<file path="src/rtl/core/cnls_pkg.sv">
// Package: types, codes and nibble tables for the character display nibble sequencer.
package cnls_pkg;

   // Request modes
   localparam logic [2:0] MODE_INIT      = 3'd0;
   localparam logic [2:0] MODE_COMMAND   = 3'd1;
   localparam logic [2:0] MODE_DATA      = 3'd2;
   localparam logic [2:0] MODE_SET_CURSOR = 3'd3;
   localparam logic [2:0] MODE_CLEAR_ROW = 3'd4;

   // Register select levels
   localparam logic RS_INSTR = 1'b0;
   localparam logic RS_DATA  = 1'b1;

   // Last nibble index per job kind
   localparam logic [5:0] LAST_IDX_BYTE  = 6'd1;
   localparam logic [5:0] LAST_IDX_INIT  = 6'd11;
   localparam logic [5:0] LAST_IDX_CLEAR = 6'd39;

   localparam logic [7:0] SPACE_CHAR = 8'h20;

   localparam int QUEUE_DEPTH_DEFAULT = 2;

   typedef struct packed {
      logic [2:0] mode;
      logic [7:0] byte_value;
      logic       cursor_row;
      logic [5:0] cursor_col;
   } req_word_type;

   typedef struct packed {
      logic [3:0] nibble;
      logic       register_select;
      logic       last;
   } rsp_word_type;

   typedef enum logic [1:0] {
      JOB_BYTE,
      JOB_INIT,
      JOB_CLEAR
   } job_kind_type;

   typedef struct packed {
      job_kind_type kind;
      logic [7:0]   byte_value;
      logic         rs;
   } job_type;

   // Set DDRAM address command: 0x80 | (row base + column), row base 0x40 for bottom line.
   function automatic logic [7:0] cursor_cmd(input logic row, input logic [5:0] col);
      cursor_cmd = {1'b1, row, col};
   endfunction

   function automatic logic [5:0] last_idx(input job_kind_type kind);
      case (kind)
         JOB_BYTE:  last_idx = LAST_IDX_BYTE;
         JOB_INIT:  last_idx = LAST_IDX_INIT;
         JOB_CLEAR: last_idx = LAST_IDX_CLEAR;
         default:   last_idx = LAST_IDX_BYTE;
      endcase
   endfunction

   // Init run: reset nibbles 3,3,3,2 then 0x28, 0x0C, 0x01, 0x06.
   function automatic logic [3:0] init_nibble(input logic [5:0] idx);
      case (idx)
         6'd0:    init_nibble = 4'h3;
         6'd1:    init_nibble = 4'h3;
         6'd2:    init_nibble = 4'h3;
         6'd3:    init_nibble = 4'h2;
         6'd4:    init_nibble = 4'h2;
         6'd5:    init_nibble = 4'h8;
         6'd6:    init_nibble = 4'h0;
         6'd7:    init_nibble = 4'hC;
         6'd8:    init_nibble = 4'h0;
         6'd9:    init_nibble = 4'h1;
         6'd10:   init_nibble = 4'h0;
         6'd11:   init_nibble = 4'h6;
         default: init_nibble = 4'h0;
      endcase
   endfunction

   function automatic rsp_word_type nibble_of(input job_type job, input logic [5:0] idx);
      rsp_word_type w;
      w.last = (idx == last_idx(job.kind));
      case (job.kind)
         JOB_BYTE: begin
            w.nibble          = idx[0] ? job.byte_value[3:0] : job.byte_value[7:4];
            w.register_select = job.rs;
         end
         JOB_INIT: begin
            w.nibble          = init_nibble(idx);
            w.register_select = RS_INSTR;
         end
         JOB_CLEAR: begin
            if (idx < 6'd2) begin
               w.nibble          = idx[0] ? job.byte_value[3:0] : job.byte_value[7:4];
               w.register_select = RS_INSTR;
            end else begin
               w.nibble          = idx[0] ? SPACE_CHAR[3:0] : SPACE_CHAR[7:4];
               w.register_select = RS_DATA;
            end
         end
         default: begin
            w.nibble          = 4'h0;
            w.register_select = RS_INSTR;
         end
      endcase
      nibble_of = w;
   endfunction

endpackage

</file>
<file path="src/rtl/core/char_lcd_nibble_sequencer_core.sv">
// Top level: character display 4-bit bus nibble sequencer.
// Each request word becomes a run of nibble words for a 4-bit character display bus
// (high nibble first, then low nibble; register_select 0 for instructions, 1 for data;
// last marks the final nibble of a request). Modes: init sends 3,3,3,2 then commands
// 0x28, 0x0C, 0x01, 0x06 (12 nibbles); command and data send one byte (2 nibbles);
// set cursor sends 0x80 | (row ? 0x40 : 0) + column (2 nibbles); clear row sends the
// set cursor command for column 0 and then 19 spaces as data (40 nibbles). Modes 5 to 7
// are accepted and produce nothing. Rate: the back-end sequencer emits one nibble word
// per cycle while rsp_stall is low, with no gap between queued requests. Requests land
// in a small job queue (QUEUE_DEPTH entries), so the front end keeps taking requests
// while the back end works and while a result word waits on rsp_stall, until the queue
// is full. A request's first nibble passes through the job queue, the sequencer's job
// register and the output register. No configuration registers, no state between
// requests.
module char_lcd_nibble_sequencer_core #(
   parameter int QUEUE_DEPTH = cnls_pkg::QUEUE_DEPTH_DEFAULT
) (
   input  logic                   clock,
   input  logic                   reset,
   // request channel
   input  logic                   req_valid,
   output logic                   req_stall,
   input  cnls_pkg::req_word_type req_word,
   // nibble channel
   output logic                   rsp_valid,
   input  logic                   rsp_stall,
   output cnls_pkg::rsp_word_type rsp_word
);

   logic              queue_full;
   logic              push_valid;
   cnls_pkg::job_type push_job;
   logic              pop;
   logic              pop_valid;
   cnls_pkg::job_type pop_job;

   // classify requests into jobs
   cnls_front u_front (
      .req_valid  (req_valid),
      .req_word   (req_word),
      .queue_full (queue_full),
      .req_stall  (req_stall),
      .push_valid (push_valid),
      .push_job   (push_job)
   );

   // decouple front from back
   cnls_queue #(
      .DEPTH (QUEUE_DEPTH)
   ) u_queue (
      .clock      (clock),
      .reset      (reset),
      .push_valid (push_valid),
      .push_job   (push_job),
      .full       (queue_full),
      .pop        (pop),
      .pop_valid  (pop_valid),
      .pop_job    (pop_job)
   );

   // expand jobs into nibble words
   cnls_back u_back (
      .clock     (clock),
      .reset     (reset),
      .job_valid (pop_valid),
      .job       (pop_job),
      .job_pop   (pop),
      .rsp_valid (rsp_valid),
      .rsp_stall (rsp_stall),
      .rsp_word  (rsp_word)
   );

endmodule

</file>
<file path="src/rtl/core/cnls_front.sv">
// Front end: takes requests and turns them into sequencer jobs.
module cnls_front (
   input  logic                  req_valid,
   input  cnls_pkg::req_word_type req_word,
   input  logic                  queue_full,
   output logic                  req_stall,
   output logic                  push_valid,
   output cnls_pkg::job_type     push_job
);

   logic mode_ok;

   assign req_stall = queue_full;

   always_comb begin
      mode_ok             = 1'b1;
      push_job.kind       = cnls_pkg::JOB_BYTE;
      push_job.byte_value = req_word.byte_value;
      push_job.rs         = cnls_pkg::RS_INSTR;
      case (req_word.mode)
         cnls_pkg::MODE_INIT: begin
            push_job.kind = cnls_pkg::JOB_INIT;
         end
         cnls_pkg::MODE_COMMAND: begin
            push_job.kind = cnls_pkg::JOB_BYTE;
         end
         cnls_pkg::MODE_DATA: begin
            push_job.rs = cnls_pkg::RS_DATA;
         end
         cnls_pkg::MODE_SET_CURSOR: begin
            push_job.byte_value = cnls_pkg::cursor_cmd(req_word.cursor_row,
                                                       req_word.cursor_col);
         end
         cnls_pkg::MODE_CLEAR_ROW: begin
            push_job.kind       = cnls_pkg::JOB_CLEAR;
            push_job.byte_value = cnls_pkg::cursor_cmd(req_word.cursor_row, 6'd0);
         end
         default: begin
            mode_ok = 1'b0;  // undefined modes are swallowed
         end
      endcase
   end

   assign push_valid = req_valid && !queue_full && mode_ok;

endmodule

</file>
<file path="src/rtl/core/cnls_queue.sv">
// Job queue between front end and sequencer.
module cnls_queue #(
   parameter int DEPTH = cnls_pkg::QUEUE_DEPTH_DEFAULT
) (
   input  logic              clock,
   input  logic              reset,
   input  logic              push_valid,
   input  cnls_pkg::job_type push_job,
   output logic              full,
   input  logic              pop,
   output logic              pop_valid,
   output cnls_pkg::job_type pop_job
);

   localparam int PTR_W = (DEPTH > 1) ? $clog2(DEPTH) : 1;
   localparam int CNT_W = $clog2(DEPTH + 1);
   localparam logic [PTR_W-1:0] PTR_LAST = PTR_W'(DEPTH - 1);

   cnls_pkg::job_type slot_ff [DEPTH];
   logic [PTR_W-1:0] wr_ptr_ff, wr_ptr_in;
   logic [PTR_W-1:0] rd_ptr_ff, rd_ptr_in;
   logic [CNT_W-1:0] count_ff, count_in;
   logic             do_pop;

   assign full      = (count_ff == CNT_W'(DEPTH));
   assign pop_valid = (count_ff != '0);
   assign pop_job   = slot_ff[rd_ptr_ff];
   assign do_pop    = pop && pop_valid;

   always_comb begin
      wr_ptr_in = wr_ptr_ff;
      rd_ptr_in = rd_ptr_ff;
      count_in  = count_ff;
      if (push_valid) begin
         wr_ptr_in = (wr_ptr_ff == PTR_LAST) ? '0 : wr_ptr_ff + 1'b1;
      end
      if (do_pop) begin
         rd_ptr_in = (rd_ptr_ff == PTR_LAST) ? '0 : rd_ptr_ff + 1'b1;
      end
      if (push_valid && !do_pop) begin
         count_in = count_ff + 1'b1;
      end else if (!push_valid && do_pop) begin
         count_in = count_ff - 1'b1;
      end
   end

   always_ff @(posedge clock) begin
      if (reset) begin
         wr_ptr_ff <= '0;
         rd_ptr_ff <= '0;
         count_ff  <= '0;
      end else begin
         wr_ptr_ff <= wr_ptr_in;
         rd_ptr_ff <= rd_ptr_in;
         count_ff  <= count_in;
      end
   end

   always_ff @(posedge clock) begin
      if (push_valid) begin
         slot_ff[wr_ptr_ff] <= push_job;
      end
   end

   a_no_overflow: assert property (@(posedge clock) disable iff (reset)
      !(push_valid && full))
      else $error("job queue overflow");

   a_count_bound: assert property (@(posedge clock) disable iff (reset)
      count_ff <= CNT_W'(DEPTH))
      else $error("job queue count out of range");

endmodule

</file>
<file path="src/rtl/core/cnls_back.sv">
// Back end: expands jobs into registered nibble words, one per cycle unless stalled.
module cnls_back (
   input  logic                   clock,
   input  logic                   reset,
   input  logic                   job_valid,
   input  cnls_pkg::job_type      job,
   output logic                   job_pop,
   output logic                   rsp_valid,
   input  logic                   rsp_stall,
   output cnls_pkg::rsp_word_type rsp_word
);

   logic                   busy_ff, busy_in;
   cnls_pkg::job_type      job_ff, job_in;
   logic [5:0]             idx_ff, idx_in;
   logic                   rsp_valid_ff, rsp_valid_in;
   cnls_pkg::rsp_word_type rsp_word_ff, rsp_word_in;
   cnls_pkg::rsp_word_type cur;
   logic                   out_free;
   logic                   advance;
   logic                   finish;

   assign cur      = cnls_pkg::nibble_of(job_ff, idx_ff);
   assign out_free = !rsp_valid_ff || !rsp_stall;
   assign advance  = busy_ff && out_free;
   assign finish   = advance && cur.last;
   assign job_pop  = job_valid && (!busy_ff || finish);

   always_comb begin
      busy_in      = busy_ff;
      job_in       = job_ff;
      idx_in       = idx_ff;
      rsp_valid_in = out_free ? 1'b0 : rsp_valid_ff;
      rsp_word_in  = rsp_word_ff;
      if (advance) begin
         idx_in       = idx_ff + 1'b1;
         rsp_valid_in = 1'b1;
         rsp_word_in  = cur;
      end
      if (finish) begin
         busy_in = 1'b0;
      end
      if (job_pop) begin
         busy_in = 1'b1;
         job_in  = job;
         idx_in  = '0;
      end
   end

   always_ff @(posedge clock) begin
      if (reset) begin
         busy_ff      <= 1'b0;
         rsp_valid_ff <= 1'b0;
      end else begin
         busy_ff      <= busy_in;
         rsp_valid_ff <= rsp_valid_in;
      end
   end

   always_ff @(posedge clock) begin
      job_ff      <= job_in;
      idx_ff      <= idx_in;
      rsp_word_ff <= rsp_word_in;
   end

   assign rsp_valid = rsp_valid_ff;
   assign rsp_word  = rsp_word_ff;

   a_idx_bound: assert property (@(posedge clock) disable iff (reset)
      busy_ff |-> (idx_ff <= cnls_pkg::last_idx(job_ff.kind)))
      else $error("nibble index past end of job");

   a_stay_busy: assert property (@(posedge clock) disable iff (reset)
      (advance && !cur.last) |=> busy_ff)
      else $error("sequencer dropped a job before its last nibble");

endmodule

</file>
<file path="config.mk">
export PLATFORM = sky130hd
export DESIGN_NAME = char_lcd_nibble_sequencer_core
export DESIGN_NICKNAME = d
export VERILOG_FILES = /design/src/rtl/core/cnls_pkg.sv /design/src/rtl/core/char_lcd_nibble_sequencer_core.sv /design/src/rtl/core/cnls_front.sv /design/src/rtl/core/cnls_queue.sv /design/src/rtl/core/cnls_back.sv
export SDC_FILE = /design/constraint.sdc
export NUM_CORES = 1
export LEC_CHECK = 0
export BUFFER_PORTS_ARGS = -buffer_cell sky130_fd_sc_hd__buf_2
export CORE_MARGIN = 3
export CORE_UTILIZATION = 55
export CTS_CLUSTER_SIZE = 40
export DETAILED_ROUTE_END_ITERATION = 10
export PLACE_DENSITY_LB_ADDON = 0.15
export SLEW_MARGIN = 20
export SYNTH_ARGS = -nofsm -noshare
export SYNTH_HDL_FRONTEND = slang
export SYNTH_SLANG_ARGS = --single-unit
</file>
<file path="constraint.sdc">
create_clock -name clock -period 4.5 [get_ports clock]
set_clock_uncertainty 0.2 [all_clocks]
set_input_delay 0.9 -clock clock [delete_from_list [all_inputs] [get_ports clock]]
set_output_delay 0.9 -clock clock [all_outputs]
set_load 0.005 [all_outputs]
</file>
---- Yosys cells after proc, flatten, opt, wreduce, memory -nomap -nowiden ----
Memories as Yosys holds them, arrays and structs flattened. A register that Yosys moved wholly into a read port is not among the register bits.
Cells that the tools add are included.
operators by class
  add/sub/neg operators ................... 5
  $mul .................................... 0
  divide/modulo/power cells ............... 0
  $lt $le $gt $ge ......................... 1
  eq/ne operators ......................... 8
  shift-type cells ........................ 0
  multiplexer cells ....................... 22
  bitwise operators ....................... 0
  reduce and logical (&&, ||, !) cells .... 24
operators by type and width
  operator                                                                       number
  4-bit 2-to-1 mux                                                               4
  8-bit case mux with 2 select lines                                             1
  5-bit case mux with 3 select lines                                             1
  6-bit case mux with 2 select lines                                             1
  1-bit 2-to-1 mux                                                               10
  1-bit logical AND                                                              8
  2-bit nonzero test                                                             4
  6-bit by 1-bit adder with 6-bit output (second input constant)                 1
  3-bit by 2-bit equality test with 1-bit output (second input constant)         2
  6-bit equality test                                                            1
  1-bit logical NOT                                                              6
  6-bit by 2-bit less-than comparator with 1-bit output (second input constant)  1
  2-bit 2-to-1 mux                                                               3
  5-bit 2-to-1 mux                                                               1
  5-bit OR reduction                                                             1
  2-bit equality test (second input constant)                                    2
  2-bit logical NOT                                                              2
  2-bit case mux with 2 select lines                                             1
  3-bit by 1-bit equality test with 1-bit output (second input constant)         1
  3-bit equality test (second input constant)                                    1
  3-bit logical NOT                                                              1
  1-bit adder (second input constant)                                            2
  2-bit by 1-bit adder with 2-bit output (second input constant)                 1
  2-bit by 1-bit equality test with 1-bit output (second input constant)         1
  other kinds (2)                                                                3
storage, ports and cells
  bits in registers ....................... 18
  latch bits .............................. 0
  bits in writable memories ............... 22
  bits in read-only memories .............. 64
  output and inout port bits .............. 8
  word-level logic and storage cells ...... 71
  memories ................................ 2
memory list
  name              words  width  rd ports  clocked after Yosys merged registers in  write ports  RTL line          text
  (name not given)  16     4      1         1                                        0            cnls_pkg.sv:65    case (idx)
  u_queue.slot_ff   2      11     1         1                                        1            cnls_queue.sv:19  cnls_pkg::job_type slot_ff [DEPTH];

---- Logic depth before layout (Yosys ltp) ----
  depth after elaboration ................. 10
  depth in mapped cells ................... 9
  depth with buffers taken out ............ 9

---- Modules after synthesis ----
A second synthesis with hierarchy kept.
unflattened totals
  cells, all modules ...................... 214
  area, all modules ....................... 2607.5 µm²
by module, submodules not included
  module      times used  cells each  area each (µm²)
  cnls_back   1           119         1340.0
  cnls_queue  1           56          1001.0
  cnls_front  1           39          266.5

---- Least setup slack after synthesis ----
Ideal clock, no wire load.
  path type ............................... input to register
  start point ............................. input rsp_stall
  end point ............................... register u_queue.count_ff[1]
  arrival ................................. 2.399 ns
  slack ................................... 1.831 ns
  stages .................................. 6
  path through ............................ and2_1 -> or3_1 -> o22a_4 -> ha_1 -> or3_1 -> a21oi_1
on the way
  word-level cells in the longest chain between the ends .. 10
  elaborated cells on any way between the ends .. 12
  classes of those cells .................. 1 x mux; 11 x reduce/logical
RTL lines
  item                                                           RTL line                              text
  from (decl)                                                    char_lcd_nibble_sequencer_core.sv:26  input logic rsp_stall,
  1-bit logical NOT (*)                                          cnls_back.sv:24                       assign out_free = !rsp_valid_ff || !rsp_stall;
  1-bit logical OR (*)                                           cnls_back.sv:24
  1-bit logical AND (*)                                          cnls_back.sv:25                       assign advance = busy_ff && out_free;
  1-bit logical AND (*)                                          cnls_back.sv:26                       assign finish = advance && cur.last;
  1-bit logical OR (*)                                           cnls_back.sv:27                       assign job_pop = job_valid && (!busy_ff || finish);
  1-bit logical AND (*)                                          cnls_back.sv:27
  1-bit logical AND (*)                                          cnls_queue.sv:28                      assign do_pop = pop && pop_valid;
  1-bit logical NOT                                              cnls_queue.sv:40                      if (push_valid && !do_pop) begin
  1-bit logical AND                                              cnls_queue.sv:40
  2-bit 2-to-1 mux / 2-bit nonzero test (equally long branches)  n/a
  to (signal assigned)                                           cnls_queue.sv:55                      count_ff <= count_in;
  to (decl)                                                      cnls_queue.sv:22                      logic [CNT_W-1:0] count_ff, count_in;
Mark *: on every way between the ends. The rest lies on a longest branch, timed or not.
A chain may end at the register's enable or synchronous reset.

---- Worst setup path in the final report ----
Ends and elaborated chain as after synthesis.

==> run metrics <==
RSZ-0062 raised after global routing=no; Hold EP=u_queue.count_ff[1]; Post-Syn Area=0.00261 mm²; Worst EP required=4.53 ns; Crit-path slowest cell=or3_1; most frequent cell after synthesis=edfxtp_1; Register Area=0.00149 mm²; Final Worst Setup Slack=1.95 ns; boundary pin count=30; cells on worst reg2reg path=8; Routed WL=4.15 mm; fraction of registers with async set/reset=0; Overflow after GRT=0; Synth Register Bits=55; GRT Util Overall=0.163; worst hold stages=2; drt first-iter violations=94; first-pass GRT wire length=7.00 mm; post-CTS setup buffers=0; worst-path maximum fanout=4; gpl congestion=0.831; min-delay src=u_queue.count_ff[1]; Setup WS pre-CTS=1.63 ns; Synth area leaders=edfxtp_1 45%, dfxtp_1 12%, mux2_2 6.9%; layout net count=274; delay-heaviest family, CP=simple AND/OR/NAND/NOR gates; Hold-fix buffers, CTS=0; fill count=349; Clock Sinks=55; fin crit share=0.568; pin count of the biggest net entering global routing=18; Relative slew margins=0.382; wire per inst=13.9 µm; Post-synth top cells=39 x edfxtp_1, 24 x nor2_1, 16 x dfxtp_1, 16 x mux2_2, 14 x nand2_1; DRT Pass-1 Iters=4; die area=0.00561 mm²; most common flop cell mapped by yosys=edfxtp_1; syn nets=247; area leader, netlist=edfxtp_1; Resize count post-CTS=0; Ant. Diodes=0; CTS tree=yes; number of global-route vias before repair=1520; P&R area growth vs syn=9.39%; pwr dens=580 mW/mm²; worst path buffer plus inverter count=1; Worst Tran Pin Value=0.923 ns; Mapped Cells=219; Placeable Area=0.00447 mm²; Hold Vio Cnt, Final=0; CTS Buf Count=5; number of core rows=24; post-synth cell types=54; Reg-to-Reg Start=u_back.job_ff[9]; clock slew at the register clock pins of the worst setup and hold paths=0.09 ns; Post-synth EDFFs=39; setup TNS=0 ns; H-tree level count=2; Yosys Warn Count=0; CTS max path bufs=2; Hold WC Path Type=flip-flop to flip-flop; post-DP HPWL=2.95 mm; fin crit period=2.55 ns; Die X=74.9 µm; CTS Root Buffer Type=clkbuf_8; Static Leak=1.08 nW; peak supply drop=0.000251 V; crit-path cells=buf_2 -> and2_1 -> or3_1 -> o22a_4 -> ha_1 -> or3_1 -> a21oi_1; Worst Path Arrival=2.59 ns; drt drc=0; area occupied by multi-input gates=0.00103 mm²; share of cells above drive strength 1=0.263; die height=74.9 µm; antenna-violating nets left=0; Setup Crit Path Kind=input port to flip-flop; Max Cap Viol=0; vias per inst=5.61; Port Buffers=29; FMAX=392 MHz; Reg-to-Reg End=u_queue.count_ff[1]; Via Count=1677; internal reg-to-reg setup slack=1.98 ns; starting density of the core=0.584; outcome=finished clean; Skew-Pair Late Insertion Delay=0.30 ns; Slew Viols, Final=0; final setup vio count=0; cell mode on critical path=or3_1; Seq/Total Area, Yosys=0.571; Avg Synthesized Cell Area=11.9 µm²; initial antenna violation count=0; Critical Path Sink Type=flip-flop; CP max stage delay=0.37 ns; post-synth top area share=0.448; Startpoint Class=input port
## cell usage in the layout (no fill, tap or decap), types with 2 or more instances in the layout
cell type  instances
nand4_1            2
inv_1              7
nand3b_1           2
clkinv_2           2
nand2_1           14
and2_1             4
a32oi_1            3
edfxtp_1          39
dfxtp_1           16
xnor2_1            6
nor2_1            24
o21ai_0            4
nor2b_1            3
mux2_2            16
clkbuf_8           5
a21bo_2            2
xor2_1             3
nand3_1            3
o22ai_1            7
or3_1              4
buf_2             29
a21oi_1           11
ha_1               6
nand2b_1           2
nor3_1             4
## report_power, final
part	leakage (nW)	total [mW]	internal, mW	switching (mW)
combinational	0.542	0.591	0.281	0.309
clock	0.0412	0.260	0.109	0.150
sequential	0.497	0.807	0.711	0.0966
## sequential cells by signal (all words and copies together) (netlist names), named ones only
name and flops:
u_queue.slot_ff 22, u_back.job_ff 11, u_back.idx_ff 6, u_back.rsp_word 6
u_queue.count_ff 2, u_back.busy_ff 1, u_back.rsp_valid 1, u_queue.rd_ptr_ff 1
u_queue.wr_ptr_ff 1
## logic make-up (layout without fill, tap and decap cells)
logic type	Yosys count	after routing	share of synthesized area
compound gates	43	43	0.124
xor+xnor	9	9	0.0302
fa+ha+maj	6	6	0.0287
buf+inv	18	46	0.0335
flops	55	55	0.571
mux	17	17	0.0728
simple gates	71	71	0.140
## metrics by stage
| stage | hold WS (ns) | cell area [µm²] | power (mW) | instances | util |
|---|---|---|---|---|---|
| floorplan | 0.261 | 2610 | 1.28 | 219 | - |
| global placement | 0.291 | 2770 | 1.41 | 291 | 0.620 |
| detailed placement | 0.297 | 2770 | 1.41 | 291 | 0.620 |
| CTS | 0.315 | 2860 | 1.68 | 299 | 0.639 |
| global route | 0.341 | 2860 | 1.78 | 299 | 0.639 |
| finish | 0.312 | 2860 | 1.66 | 299 | 0.639 |
## worst reg2reg max path: cells and delay by family (launching register included)
kind,cells,cell delay (ns)
XOR/XNOR,1,0.25
adder cells (fa/ha/maj),2,0.56
AND/OR/NAND/NOR,1,0.37
buffers and inverters,1,0.11
flip-flops,1,0.44
AO/OA/AOI/OAI,3,0.53
## worst max-delay path by stage
| stage | from | endpoint | slack, ns | cells past startpoint |
|---|---|---|---|---|
| after floorplan | rsp_stall | u_queue.count_ff[1] | 1.83 | 6 |
| after global placement | rsp_stall | u_queue.count_ff[1] | 1.67 | 7 |
| after detailed placement | rsp_stall | u_queue.count_ff[1] | 1.63 | 7 |
| after CTS | rsp_stall | u_queue.count_ff[1] | 1.95 | 7 |
| after global routing | u_back.idx_ff[0] | u_queue.count_ff[1] | 1.81 | 6 |
| final | rsp_stall | u_queue.count_ff[1] | 1.95 | 7 |
## layer usage
metal  part of all wire  global-route usage  vias to the layer above
met1               0.47               0.220                      773
met3              0.046              0.0334                        5
met4              0.014              0.0593                        0
met2               0.47               0.262                       38
met5                  0                   0                        -
li1                   -                   -                      861
## final cells by class
| type | count | share of cell area |
|---|---|---|
| Timing Repair Buffer | 29 | 0.0508 |
| Clock inverter | 2 | 0.00438 |
| Multi-Input combinational cell | 146 | 0.362 |
| Sequential cell | 55 | 0.522 |
| Tap cell | 52 | 0.0228 |
| Inverter | 9 | 0.0131 |
| Clock buffer | 6 | 0.0254 |
No activity file was read; power rests on OpenSTA's default activity.
